### config.mk
export PLATFORM = sky130hd
export DESIGN_NAME = drowsiness_alert_qualifier
export DESIGN_NICKNAME = d
export VERILOG_FILES = /design/src/rtl/daq_pkg.sv /design/src/rtl/daq_cfg_regs.sv /design/src/rtl/daq_engine.sv /design/src/rtl/drowsiness_alert_qualifier.sv
export SDC_FILE = /design/constraint.sdc
export NUM_CORES = 1
export LEC_CHECK = 0
export BUFFER_PORTS_ARGS = -buffer_cell sky130_fd_sc_hd__buf_2
export CORE_MARGIN = 8
export CORE_UTILIZATION = 32
export DETAILED_ROUTE_END_ITERATION = 8
export SLEW_MARGIN = 25
export SYNTH_ARGS = -nofsm -noshare
export SYNTH_HDL_FRONTEND = slang
export SYNTH_SLANG_ARGS = --single-unit
### constraint.sdc
create_clock -name clk_i -period 4.3 [get_ports clk_i]
set_input_delay 0.43 -clock clk_i [delete_from_list [all_inputs] [get_ports clk_i]]
set_output_delay 0.43 -clock clk_i [all_outputs]
set_load 0.1 [all_outputs]
### src/rtl/daq_pkg.sv
`timescale 1ns / 1ps
// ----------------------------------------------------------------------------
// daq_pkg
// Types and constants shared by the drowsiness alert qualifier modules.
// ----------------------------------------------------------------------------
package daq_pkg;

  localparam int unsigned CntW     = 8;
  localparam int unsigned TimerW   = 16;
  localparam int unsigned LevelW   = 8;
  localparam int unsigned CfgIdxW  = 2;
  localparam int unsigned CfgDataW = 16;

  localparam logic [CntW-1:0] CntMax = '1;

  // reset values of the configuration registers
  localparam logic [CntW-1:0]   LowOnReset      = 8'd10;
  localparam logic [CntW-1:0]   LowOffReset     = 8'd5;
  localparam logic [CntW-1:0]   HighOnReset     = 8'd20;
  localparam logic [TimerW-1:0] LowTimeoutReset = 16'd5000;

  typedef enum logic [1:0] {
    CMD_FRAME = 2'd0,
    CMD_TICK  = 2'd1,
    CMD_CLEAR = 2'd2
  } cmd_e;

  typedef enum logic [CfgIdxW-1:0] {
    REG_LOW_ON      = 2'd0,
    REG_LOW_OFF     = 2'd1,
    REG_HIGH_ON     = 2'd2,
    REG_LOW_TIMEOUT = 2'd3
  } reg_idx_e;

  typedef struct packed {
    logic [CntW-1:0]   low_on_count;
    logic [CntW-1:0]   low_off_count;
    logic [CntW-1:0]   high_on_count;
    logic [TimerW-1:0] low_timeout_ticks;
  } cfg_t;

  typedef struct packed {
    logic [1:0]        cmd;
    logic              left_eye_closed;
    logic              right_eye_closed;
    logic              mouth_open;
    logic [LevelW-1:0] score;
  } item_t;

  typedef struct packed {
    logic              low_alert;
    logic              high_alert;
    logic              low_alert_changed;
    logic              high_alert_changed;
    logic [LevelW-1:0] drowsy_level;
  } result_t;

endpackage

### src/rtl/daq_cfg_regs.sv
`timescale 1ns / 1ps
// ----------------------------------------------------------------------------
// daq_cfg_regs
// Threshold and timeout registers, written through a plain write port.
// ----------------------------------------------------------------------------
module daq_cfg_regs (
  input  logic                          clk_i,
  input  logic                          rst_ni,
  input  logic                          cfg_we_i,
  input  logic [daq_pkg::CfgIdxW-1:0]   cfg_index_i,
  input  logic [daq_pkg::CfgDataW-1:0]  cfg_data_i,
  output daq_pkg::cfg_t                 cfg_o
);

  daq_pkg::cfg_t cfg_q, cfg_d;

  always_comb begin
    cfg_d = cfg_q;
    if (cfg_we_i) begin
      unique case (daq_pkg::reg_idx_e'(cfg_index_i))
        daq_pkg::REG_LOW_ON:
          cfg_d.low_on_count = cfg_data_i[daq_pkg::CntW-1:0];
        daq_pkg::REG_LOW_OFF:
          cfg_d.low_off_count = cfg_data_i[daq_pkg::CntW-1:0];
        daq_pkg::REG_HIGH_ON:
          cfg_d.high_on_count = cfg_data_i[daq_pkg::CntW-1:0];
        daq_pkg::REG_LOW_TIMEOUT:
          cfg_d.low_timeout_ticks = cfg_data_i[daq_pkg::TimerW-1:0];
        default: cfg_d = cfg_q;
      endcase
    end
  end

  always_ff @(posedge clk_i or negedge rst_ni) begin
    if (!rst_ni) begin
      cfg_q.low_on_count      <= daq_pkg::LowOnReset;
      cfg_q.low_off_count     <= daq_pkg::LowOffReset;
      cfg_q.high_on_count     <= daq_pkg::HighOnReset;
      cfg_q.low_timeout_ticks <= daq_pkg::LowTimeoutReset;
    end else begin
      cfg_q <= cfg_d;
    end
  end

  assign cfg_o = cfg_q;

endmodule

### src/rtl/daq_engine.sv
`timescale 1ns / 1ps
// ----------------------------------------------------------------------------
// daq_engine
// Alert state and its one-pass update for a frame, tick or clear item.
// ----------------------------------------------------------------------------
module daq_engine (
  input  logic             clk_i,
  input  logic             rst_ni,
  input  logic             step_i,
  input  daq_pkg::item_t   item_i,
  input  daq_pkg::cfg_t    cfg_i,
  output daq_pkg::result_t res_o
);

  logic [daq_pkg::CntW-1:0]   low_cnt_q, low_cnt_d;
  logic [daq_pkg::CntW-1:0]   high_cnt_q, high_cnt_d;
  logic                       low_active_q, low_active_d;
  logic                       high_active_q, high_active_d;
  logic [daq_pkg::TimerW-1:0] timeout_q, timeout_d;
  logic [daq_pkg::LevelW-1:0] level_q, level_d;

  logic                       eyes, suspect;
  logic [daq_pkg::CntW-1:0]   low_inc, high_inc;
  logic                       rise;
  logic                       low_mid;
  logic [daq_pkg::TimerW-1:0] timeout_mid;
  logic [daq_pkg::TimerW-1:0] timeout_dec;

  assign eyes     = item_i.left_eye_closed & item_i.right_eye_closed;
  assign suspect  = eyes | item_i.mouth_open;
  assign low_inc  = (low_cnt_q == daq_pkg::CntMax) ? low_cnt_q : low_cnt_q + 1'b1;
  assign high_inc = (high_cnt_q == daq_pkg::CntMax) ? high_cnt_q : high_cnt_q + 1'b1;
  assign timeout_dec = timeout_q - 1'b1;

  always_comb begin
    low_cnt_d     = low_cnt_q;
    high_cnt_d    = high_cnt_q;
    low_active_d  = low_active_q;
    high_active_d = high_active_q;
    timeout_d     = timeout_q;
    level_d       = level_q;
    rise          = 1'b0;
    low_mid       = low_active_q;
    timeout_mid   = timeout_q;

    case (daq_pkg::cmd_e'(item_i.cmd))
      daq_pkg::CMD_FRAME: begin
        level_d   = item_i.score;
        low_cnt_d = suspect ? low_inc : '0;
        rise = (low_cnt_d >= cfg_i.low_on_count) && !low_active_q && !high_active_q;
        low_mid     = low_active_q | rise;
        timeout_mid = rise ? cfg_i.low_timeout_ticks : timeout_q;
        low_active_d = low_mid;
        timeout_d    = timeout_mid;
        // off rule also catches a frame that raised the alert just now
        if (low_mid && (low_cnt_d < cfg_i.low_off_count)) begin
          low_active_d = 1'b0;
          low_cnt_d    = '0;
          timeout_d    = '0;
        end
        high_cnt_d = eyes ? high_inc : '0;
        if (high_cnt_d >= cfg_i.high_on_count) begin
          high_active_d = 1'b1;
        end
      end
      daq_pkg::CMD_TICK: begin
        if (timeout_q != '0) begin
          timeout_d = timeout_dec;
          if (timeout_dec == '0) begin
            low_active_d = 1'b0;
            low_cnt_d    = '0;
          end
        end
      end
      daq_pkg::CMD_CLEAR: begin
        if (high_active_q) begin
          high_active_d = 1'b0;
          high_cnt_d    = '0;
        end
      end
      default: ;
    endcase
  end

  always_ff @(posedge clk_i or negedge rst_ni) begin
    if (!rst_ni) begin
      low_cnt_q     <= '0;
      high_cnt_q    <= '0;
      low_active_q  <= 1'b0;
      high_active_q <= 1'b0;
      timeout_q     <= '0;
      level_q       <= '0;
    end else if (step_i) begin
      low_cnt_q     <= low_cnt_d;
      high_cnt_q    <= high_cnt_d;
      low_active_q  <= low_active_d;
      high_active_q <= high_active_d;
      timeout_q     <= timeout_d;
      level_q       <= level_d;
    end
  end

  assign res_o.low_alert          = low_active_d;
  assign res_o.high_alert         = high_active_d;
  assign res_o.low_alert_changed  = low_active_d ^ low_active_q;
  assign res_o.high_alert_changed = high_active_d ^ high_active_q;
  assign res_o.drowsy_level       = level_d;

  // a running timer always belongs to an active low alert
  a_timer_needs_low: assert property (@(posedge clk_i) disable iff (!rst_ni)
    (timeout_q != '0) |-> low_active_q)
    else $error("timer running without low alert");

  // the high alert is only set by a frame
  a_high_rise_on_frame: assert property (@(posedge clk_i) disable iff (!rst_ni)
    $rose(high_active_q) |-> $past(step_i && (item_i.cmd == daq_pkg::CMD_FRAME)))
    else $error("high alert set by a non-frame item");

  // state holds when no item advances
  a_hold_when_idle: assert property (@(posedge clk_i) disable iff (!rst_ni)
    !step_i |=> ($stable(low_active_q) && $stable(high_active_q) &&
                 $stable(timeout_q) && $stable(low_cnt_q) && $stable(high_cnt_q)))
    else $error("alert state moved without an item");

endmodule

### src/rtl/drowsiness_alert_qualifier.sv
`timescale 1ns / 1ps
// ----------------------------------------------------------------------------
// drowsiness_alert_qualifier
// Qualifies eye and mouth detections into a low and a latched high alert.
// ----------------------------------------------------------------------------
//  channel   handshake                   payload
//  in        in_valid_i / in_ready_o     cmd, eye flags, mouth_open, score
//  out       out_valid_o / out_ready_i   alerts, changed flags, drowsy_level
//  cfg       cfg_we_i                    cfg_index_i, cfg_data_i
//
//  One item per cycle sustained while the output is not stalled. An accepted
//  item waits in the input register until its result is registered.
//  The state update for an item is one pass of compare and increment logic.
//  Reset clears all alert state and loads the register defaults.
//  A stalled output holds its result; the input register still takes one
//  more item, after which in_ready_o drops until the output drains.
// ----------------------------------------------------------------------------
module drowsiness_alert_qualifier (
  input  logic                          clk_i,
  input  logic                          rst_ni,
  input  logic                          cfg_we_i,
  input  logic [daq_pkg::CfgIdxW-1:0]   cfg_index_i,
  input  logic [daq_pkg::CfgDataW-1:0]  cfg_data_i,
  input  logic                          in_valid_i,
  output logic                          in_ready_o,
  input  logic [1:0]                    cmd_i,
  input  logic                          left_eye_closed_i,
  input  logic                          right_eye_closed_i,
  input  logic                          mouth_open_i,
  input  logic [daq_pkg::LevelW-1:0]    score_i,
  output logic                          out_valid_o,
  input  logic                          out_ready_i,
  output logic                          low_alert_o,
  output logic                          high_alert_o,
  output logic                          low_alert_changed_o,
  output logic                          high_alert_changed_o,
  output logic [daq_pkg::LevelW-1:0]    drowsy_level_o
);

  daq_pkg::cfg_t    cfg;
  daq_pkg::item_t   item_q;
  daq_pkg::result_t res, res_q;
  logic             in_valid_q;
  logic             out_valid_q;
  logic             step;

  daq_cfg_regs u_cfg (
    .clk_i       (clk_i),
    .rst_ni      (rst_ni),
    .cfg_we_i    (cfg_we_i),
    .cfg_index_i (cfg_index_i),
    .cfg_data_i  (cfg_data_i),
    .cfg_o       (cfg)
  );

  // item moves from the input register into the result register
  assign step       = in_valid_q && (!out_valid_q || out_ready_i);
  assign in_ready_o = !in_valid_q || step;

  always_ff @(posedge clk_i or negedge rst_ni) begin
    if (!rst_ni) begin
      in_valid_q  <= 1'b0;
      out_valid_q <= 1'b0;
    end else begin
      if (in_ready_o) begin
        in_valid_q <= in_valid_i;
      end
      if (step) begin
        out_valid_q <= 1'b1;
      end else if (out_ready_i) begin
        out_valid_q <= 1'b0;
      end
    end
  end

  always_ff @(posedge clk_i) begin
    if (in_valid_i && in_ready_o) begin
      item_q.cmd              <= cmd_i;
      item_q.left_eye_closed  <= left_eye_closed_i;
      item_q.right_eye_closed <= right_eye_closed_i;
      item_q.mouth_open       <= mouth_open_i;
      item_q.score            <= score_i;
    end
    if (step) begin
      res_q <= res;
    end
  end

  daq_engine u_engine (
    .clk_i  (clk_i),
    .rst_ni (rst_ni),
    .step_i (step),
    .item_i (item_q),
    .cfg_i  (cfg),
    .res_o  (res)
  );

  assign out_valid_o          = out_valid_q;
  assign low_alert_o          = res_q.low_alert;
  assign high_alert_o         = res_q.high_alert;
  assign low_alert_changed_o  = res_q.low_alert_changed;
  assign high_alert_changed_o = res_q.high_alert_changed;
  assign drowsy_level_o       = res_q.drowsy_level;

endmodule

==> results of run 1 <==
==> flip-flops by register name, indices dropped and copies added (netlist names) <==
signal and count:
u_engine.timeout_q 16, u_engine.low_active_q 1, low_alert_o 1, u_engine.high_cnt_q 8, drowsy_level_o 8, high_alert_changed_o 1, out_valid_o 1, u_cfg.cfg_o 40
item_q 13, u_engine.level_q 8, u_engine.low_cnt_q 8, in_valid_q 1, high_alert_o 1, low_alert_changed_o 1, u_engine.high_active_q 1
==> worst max-delay path, delay by kind of cell (launching register included) <==
kind | cells | cell delay [ns]
flops | 1 | 0.46
xor+xnor | 1 | 0.17
simple gates | 8 | 1.52
fa+ha+maj | 2 | 0.57
compound gates | 5 | 1.18
==> power groups by stage <==
stage | logic (mW) | clock network, mW | registers [mW]
floorplan | 0.489 | 0 | 1.49
global placement | 0.722 | 0 | 1.45
detailed placement | 0.747 | 0 | 1.46
CTS | 0.749 | 0.892 | 1.44
global route | 0.818 | 0.934 | 1.47
finish | 0.740 | 0.872 | 1.44
==> stage by stage <==
step	total power [mW]	worst slack [ns]
floorplan	1.98	0.681
global placement	2.17	0.496
detailed placement	2.20	0.357
CTS	3.08	0.315
global route	3.22	0.100
finish	3.05	0.292
==> routing by layer <==
layer	routed length (um)	part of all wire (%)	up-vias	track usage [%]
met4	394	2.8	0	7.55
met2	7020	50	82	21.8
met1	6110	44	2122	15.2
met5	0	0	-	0
li1	-	-	2090	-
met3	475	3.4	24	1.98
==> synthesized netlist by cell type (3+ instances only) <==
cell	instances
mux2_2	42
a21o_1	6
ha_1	24
and3_1	3
edfxtp_1	25
or3_1	4
dfrtp_1	73
and2_1	3
nand3b_1	5
nand2b_1	5
clkbuf_1	13
dfstp_2	11
a221o_1	4
nand3_1	17
nand4_1	7
o211a_1	4
inv_1	28
mux2i_1	3
nand2_1	60
a211o_1	5
a21oi_1	16
xnor2_1	5
nor3_1	13
a211oi_1	3
xor2_1	4
o21ai_0	22
nor4_1	5
nor2_1	47
a31oi_1	9
nor3b_1	4
a22o_1	14
==> final timing paths <==
kind	startpoint	end	slack [ns]	cells past startpoint
setup / recovery	u_engine.low_cnt_q[0]	u_engine.timeout_q[3]	0.29	16
hold / removal	rst_ni	u_cfg.cfg_o[32]	0.07	1
setup reg to reg	u_engine.low_cnt_q[0]	u_engine.timeout_q[3]	0.29	16
hold reg to reg	item_q[0]	u_engine.level_q[0]	0.47	2
max in group asynchronous	rst_ni	u_cfg.cfg_o[9]	3.24	2
min in group clk_i	score_i[2]	item_q[2]	0.24	1
==> kinds of logic after synthesis <==
| logic type | after synthesis | share of synthesized area (%) |
|---|---|---|
| xor+xnor | 9 | 1.36 |
| buf+inv | 46 | 3.39 |
| flops | 109 | 49.5 |
| mux | 45 | 8.69 |
| fa+ha+maj | 25 | 5.38 |
| compound gates | 116 | 15.5 |
| simple gates | 190 | 16.2 |
==> area by class of cell <==
| class | instances | area (um2) |
|---|---|---|
| Clock inverter | 6 | 77.6 |
| Timing Repair Buffer | 56 | 300 |
| Inverter | 28 | 105 |
| Multi-Input combinational cell | 385 | 2720 |
| Tap cell | 229 | 287 |
| Sequential cell | 109 | 2870 |
| Fill cell | 1750 | 11300 |
| Clock buffer | 10 | 229 |
==> reports/metrics.csv, run 1 <==
metric,value,unit
clkLatencyLatePin,0.36,ns
dpl.cell_count,807,
synth_nets,600,
dpl.hpwl,10500,um
core_area,17800,um2
worstPathArrival,4.25,ns
powerDensity,463,nW/um2
portBuffers,49,
antenna_cells,0,
relSlewSlack,36.9,%
final_cell_mix,"dfrtp_1, nand2_1, buf_2, nor2_1, mux2_2",
grt_antenna_before_repair,0,
max_freq,250,MHz
root_buffer,clkbuf_16,
ioPinCount,50,
utilization,36.9,%
final_common_cell,dfrtp_1,
vias_per_cell,5.25,
netSwitchingFraction,33.6,%
power_frac_seq,47.2,%
cts_buffer_depth,2,
skew,0.00993,ns
crit_path_max_fanout,8,
p_int,2.03,mW
fin_area,6590,um2
critPathLaunchType,flop,
cp.required,4.54,ns
cap_violations,0,
ys_ff_latch,109,
die-width,150,um
finalWorstPathRequiredPeriod,4.01,ns
grt_pass1_vias,4465,
fp-row-count,49,
synth-edff-count,25,
worst_pin_slew,0.944,ns
crit_type,reg2reg,
yosysTopAreaCell,dfrtp_1,
end_kind,flop,
die_y,150,um
wl,14000,um
ant_nets,0,
cts_buffers,9,
critPathMostFrequentCell,nor2_1,
synth-seq-area-share,49.5,%
setup_viol,0,
synth_ff_type,dfrtp_1,
place_congestion,0.868,
rsz0062_at_grt,no,
min_path_type,in2async,
first_iter_violations,296,
finalNonFillerCells,823,
slew_viol_final,0,
combPwrFrac,24.2,%
vias,4318,
ctsHoldBuffers,0,
clockPowerShare,28.5,%
holdWs,0.0655,ns
finalCritPeriodShare,93.2,%
drc_errors,0,
synth_cells,540,
initial_utilization,32.4,%
drive_gt1_share,24.2,%
ys_top_cells_by_area,"dfrtp_1, edfxtp_1, mux2_2",
netlist.area_leader.share,31.6,%
slowest_delay,0.47,ns
synth.distinct_cells,71,
ctsHtreeMaxLevel,3,
tritoncts,yes,
wire_per_inst,17.0,um
cpMaxStageDelayCell,or3_1,
syn2layout_area_growth,13.9,%
path_clk_slew,0.07,ns
clock-sinks,109,
syn_area,5790,um2
grt.total_usage,12.9,%
cts_setup_buffers,0,
status,completed,
leakagePower,2.78,nW
drtPass1Iterations,4,
grt_max_degree,44,
placed_cell_area,6280,um2
final_hold_viol_count,0,
vdd_drop_max,195,uV
layout.nets,649,
grt.overflow.total,0,
yosysWarnings,0,
tns,0,ns
async_reset_ff_share,77.1,%
crit_chain,"ha_1, nand3_1, nor2_1, nor2_1, nand3_1, xor2_1, nor2_1, ha_1, a21oi_1, nand2_1, o2111a_1, a311oi_4, o22ai_1, or3_1, and3_1, a211o_1",
p_sw,1.03,mW
grt_pass1_wl,22800,um
post_cts_resized,0,
dieArea,22600,um2
syn_avg_cell_area,10.7,um2
Note: power is estimated with default switching activity, not from simulation.
==> inputs of run 2 (changes only) <==
--- a/config.mk
+++ b/config.mk
@@ -5,10 +5,11 @@
 export SDC_FILE = /design/constraint.sdc
 export NUM_CORES = 1
 export LEC_CHECK = 0
-export BUFFER_PORTS_ARGS = -buffer_cell sky130_fd_sc_hd__buf_2
+export CORE_ASPECT_RATIO = 0.6
 export CORE_MARGIN = 8
 export CORE_UTILIZATION = 32
 export DETAILED_ROUTE_END_ITERATION = 8
+export DONT_BUFFER_PORTS = 1
 export SLEW_MARGIN = 25
 export SYNTH_ARGS = -nofsm -noshare
 export SYNTH_HDL_FRONTEND = slang
==> reports/metrics.csv, run 2 (synthesis results as in run 1) <==
metric,value,unit,change
grt_pass1_vias,4077,,-8.7%
grt.busiest_layer,met1,,
final_common_cell,dfrtp_1,,
ctsHtreeMaxLevel,3,,unchanged
ff_latch_area,2870,um2,unchanged
post_cts_resized,0,,unchanged
clkLatencyLatePin,0.36,ns,about the same
r2r_slack,0.28,ns,about the same
status,completed,,
vdd_drop_max,207,uV,+6.3%
path_clk_slew,0.08,ns,about the same
vias,4265,,-1.2%
slew_viol_final,0,,unchanged
worst_hold_path.endpoint,item_q[3],,
fp-row-count,38,,-22%
setup_viol,0,,unchanged
portBuffers,0,,-100%
cp.required,4.55,ns,about the same
largest_reg_flops,40,,unchanged
grt_use_met1,20.9,%,+5.7 points
root_buffer,clkbuf_16,,
min_path_type,in2reg,,
r2r-start,u_engine.low_cnt_q[0],,
finalWorstPathRequiredPeriod,4.02,ns,+0.0116 ns
cap_violations,0,,unchanged
die_y,120,um,-20%
crit_type,reg2reg,,
max_freq,249,MHz,-0.29%
rsz0062_at_grt,no,,
hold_start,score_i[3],,
place_congestion,0.901,,+3.8%
tns,0,ns,unchanged
final_hold_viol_count,0,,unchanged
hold_depth,0,,
first_iter_violations,342,,+16%
cts_buffer_depth,2,,unchanged
end_kind,flop,,
dieArea,22800,um2,+0.62%
final_cell_mix,"dfrtp_1, nand2_1, nor2_1, mux2_2, inv_1",,
r2r_cells,16,,unchanged
powerDensity,478,nW/um2,+3.2%
drc_errors,0,,unchanged
worst_pin_slew,0.926,ns,-0.0183 ns
relSlewSlack,38.4,%,+1.5 points
grt_antenna_before_repair,0,,unchanged
finalCritPeriodShare,93.5,%,+0.27 points
wl,15100,um,+7.9%
holdWs,0.156,ns,+0.0901 ns
grt_pass1_wl,23800,um,+4.5%
skew,0.0132,ns,+0.00324 ns
multi_input_area,2720,um2,unchanged
ioPinCount,50,,unchanged
worstPathArrival,4.27,ns,+0.02 ns
cts_buffers,9,,unchanged
dpl.hpwl,11400,um,+8.4%
drtPass1Iterations,4,,unchanged
vias_per_cell,5.39,,+2.6%
layout.nets,606,,-6.6%
initial_utilization,32.4,%,-0.066 points
reg2reg_to,u_engine.timeout_q[3],,
wire_per_inst,19.1,um,+12%
use_met3,4.81,%,+2.8 points
clock-sinks,109,,unchanged
syn2layout_area_growth,11.2,%,
fill_cells,1794,,+2.5%
met2_usage,17.2,%,-4.6 points
die-width,190,um,+26%
core_area,17900,um2,+0.20%
grt.overflow.total,0,,unchanged
ant_nets,0,,unchanged
drive_gt1_share,18.3,%,-5.9 points
leakagePower,2.62,nW,-5.6%
grt_max_degree,85,,+93%
tritoncts,yes,,
critPathLaunchType,flop,,
grt.total_usage,13.4,%,+0.55 points
crit_path_max_fanout,8,,unchanged
==> run 2: layout make-up <==
cell class | instances | share of cell area [%]
Clock inverter | 7 | 1.40
Inverter | 28 | 1.63
Antenna cell | 1 | 0.0389
Multi-Input combinational cell | 385 | 42.3
Sequential cell | 109 | 44.6
Tap cell | 240 | 4.67
Timing Repair Buffer | 13 | 1.87
Clock buffer | 9 | 3.50
==> run 2: layer usage <==
layer | up-vias | routed length [um]
li1 | 2004 | -
met3 | 10 | 1240
met1 | 2100 | 8060
met4 | 0 | 94
met2 | 151 | 5690
met5 | - | 0
==> run 2: timing repair <==
| action | 4_1_cts | 5_1_grt |
|---|---|---|
| endpoints found under the hold margin | 84 | 0 |
| hold buffers | 2 | 0 |
| buffers inserted | 0 | 0 |
==> run 2: worst max-delay path, stage by stage, from the launching register on <==
cell	delay [ns]
dfrtp_1	0.45
ha_1	0.25
nand3_1	0.14
nor2_1	0.27
nor2_1	0.11
nand3_1	0.11
xor2_1	0.16
nor2_1	0.09
ha_1	0.33
a21oi_1	0.16
nand2_1	0.13
o2111a_1	0.29
a311oi_4	0.29
o22ai_1	0.20
or3_1	0.46
and3_1	0.21
a211o_1	0.26
==> run 2: through the flow <==
step           cells  total power, mW  area, um2  setup WS (ns)  utilization (%)
2_1_floorplan    540             1.98       5790          0.681                -
3_3_place_gp     773             2.14       6080          0.530             34.0
3_5_place_dp     773             2.18       6080          0.364             34.0
4_1_cts          791             3.10       6430          0.324             36.0
5_1_grt          791             3.24       6430         0.0142             36.0
6_report         792             3.08       6430          0.281             36.0
==> run 2: where the power goes <==
| part | total (mW) | switching, mW | internal, mW |
|---|---|---|---|
| sequential | 1.55 | 0.288 | 1.26 |
| clock | 0.883 | 0.414 | 0.468 |
| combinational | 0.642 | 0.355 | 0.287 |
==> run 2: how the worst max path moves through the flow <==
stage / from / end / slack (ns) / cells after the start
3_5_place_dp: u_engine.low_cnt_q[0] / u_engine.timeout_q[3] / 0.36 / 16
4_1_cts: u_engine.low_cnt_q[0] / u_engine.timeout_q[3] / 0.32 / 16
6_report: u_engine.low_cnt_q[0] / u_engine.timeout_q[3] / 0.28 / 16
2_1_floorplan: u_engine.low_cnt_q[0] / u_engine.timeout_q[9] / 0.68 / 18
3_3_place_gp: u_engine.low_cnt_q[0] / u_engine.timeout_q[3] / 0.53 / 16
5_1_grt: u_engine.low_cnt_q[0] / u_engine.timeout_q[3] / 0.01 / 16
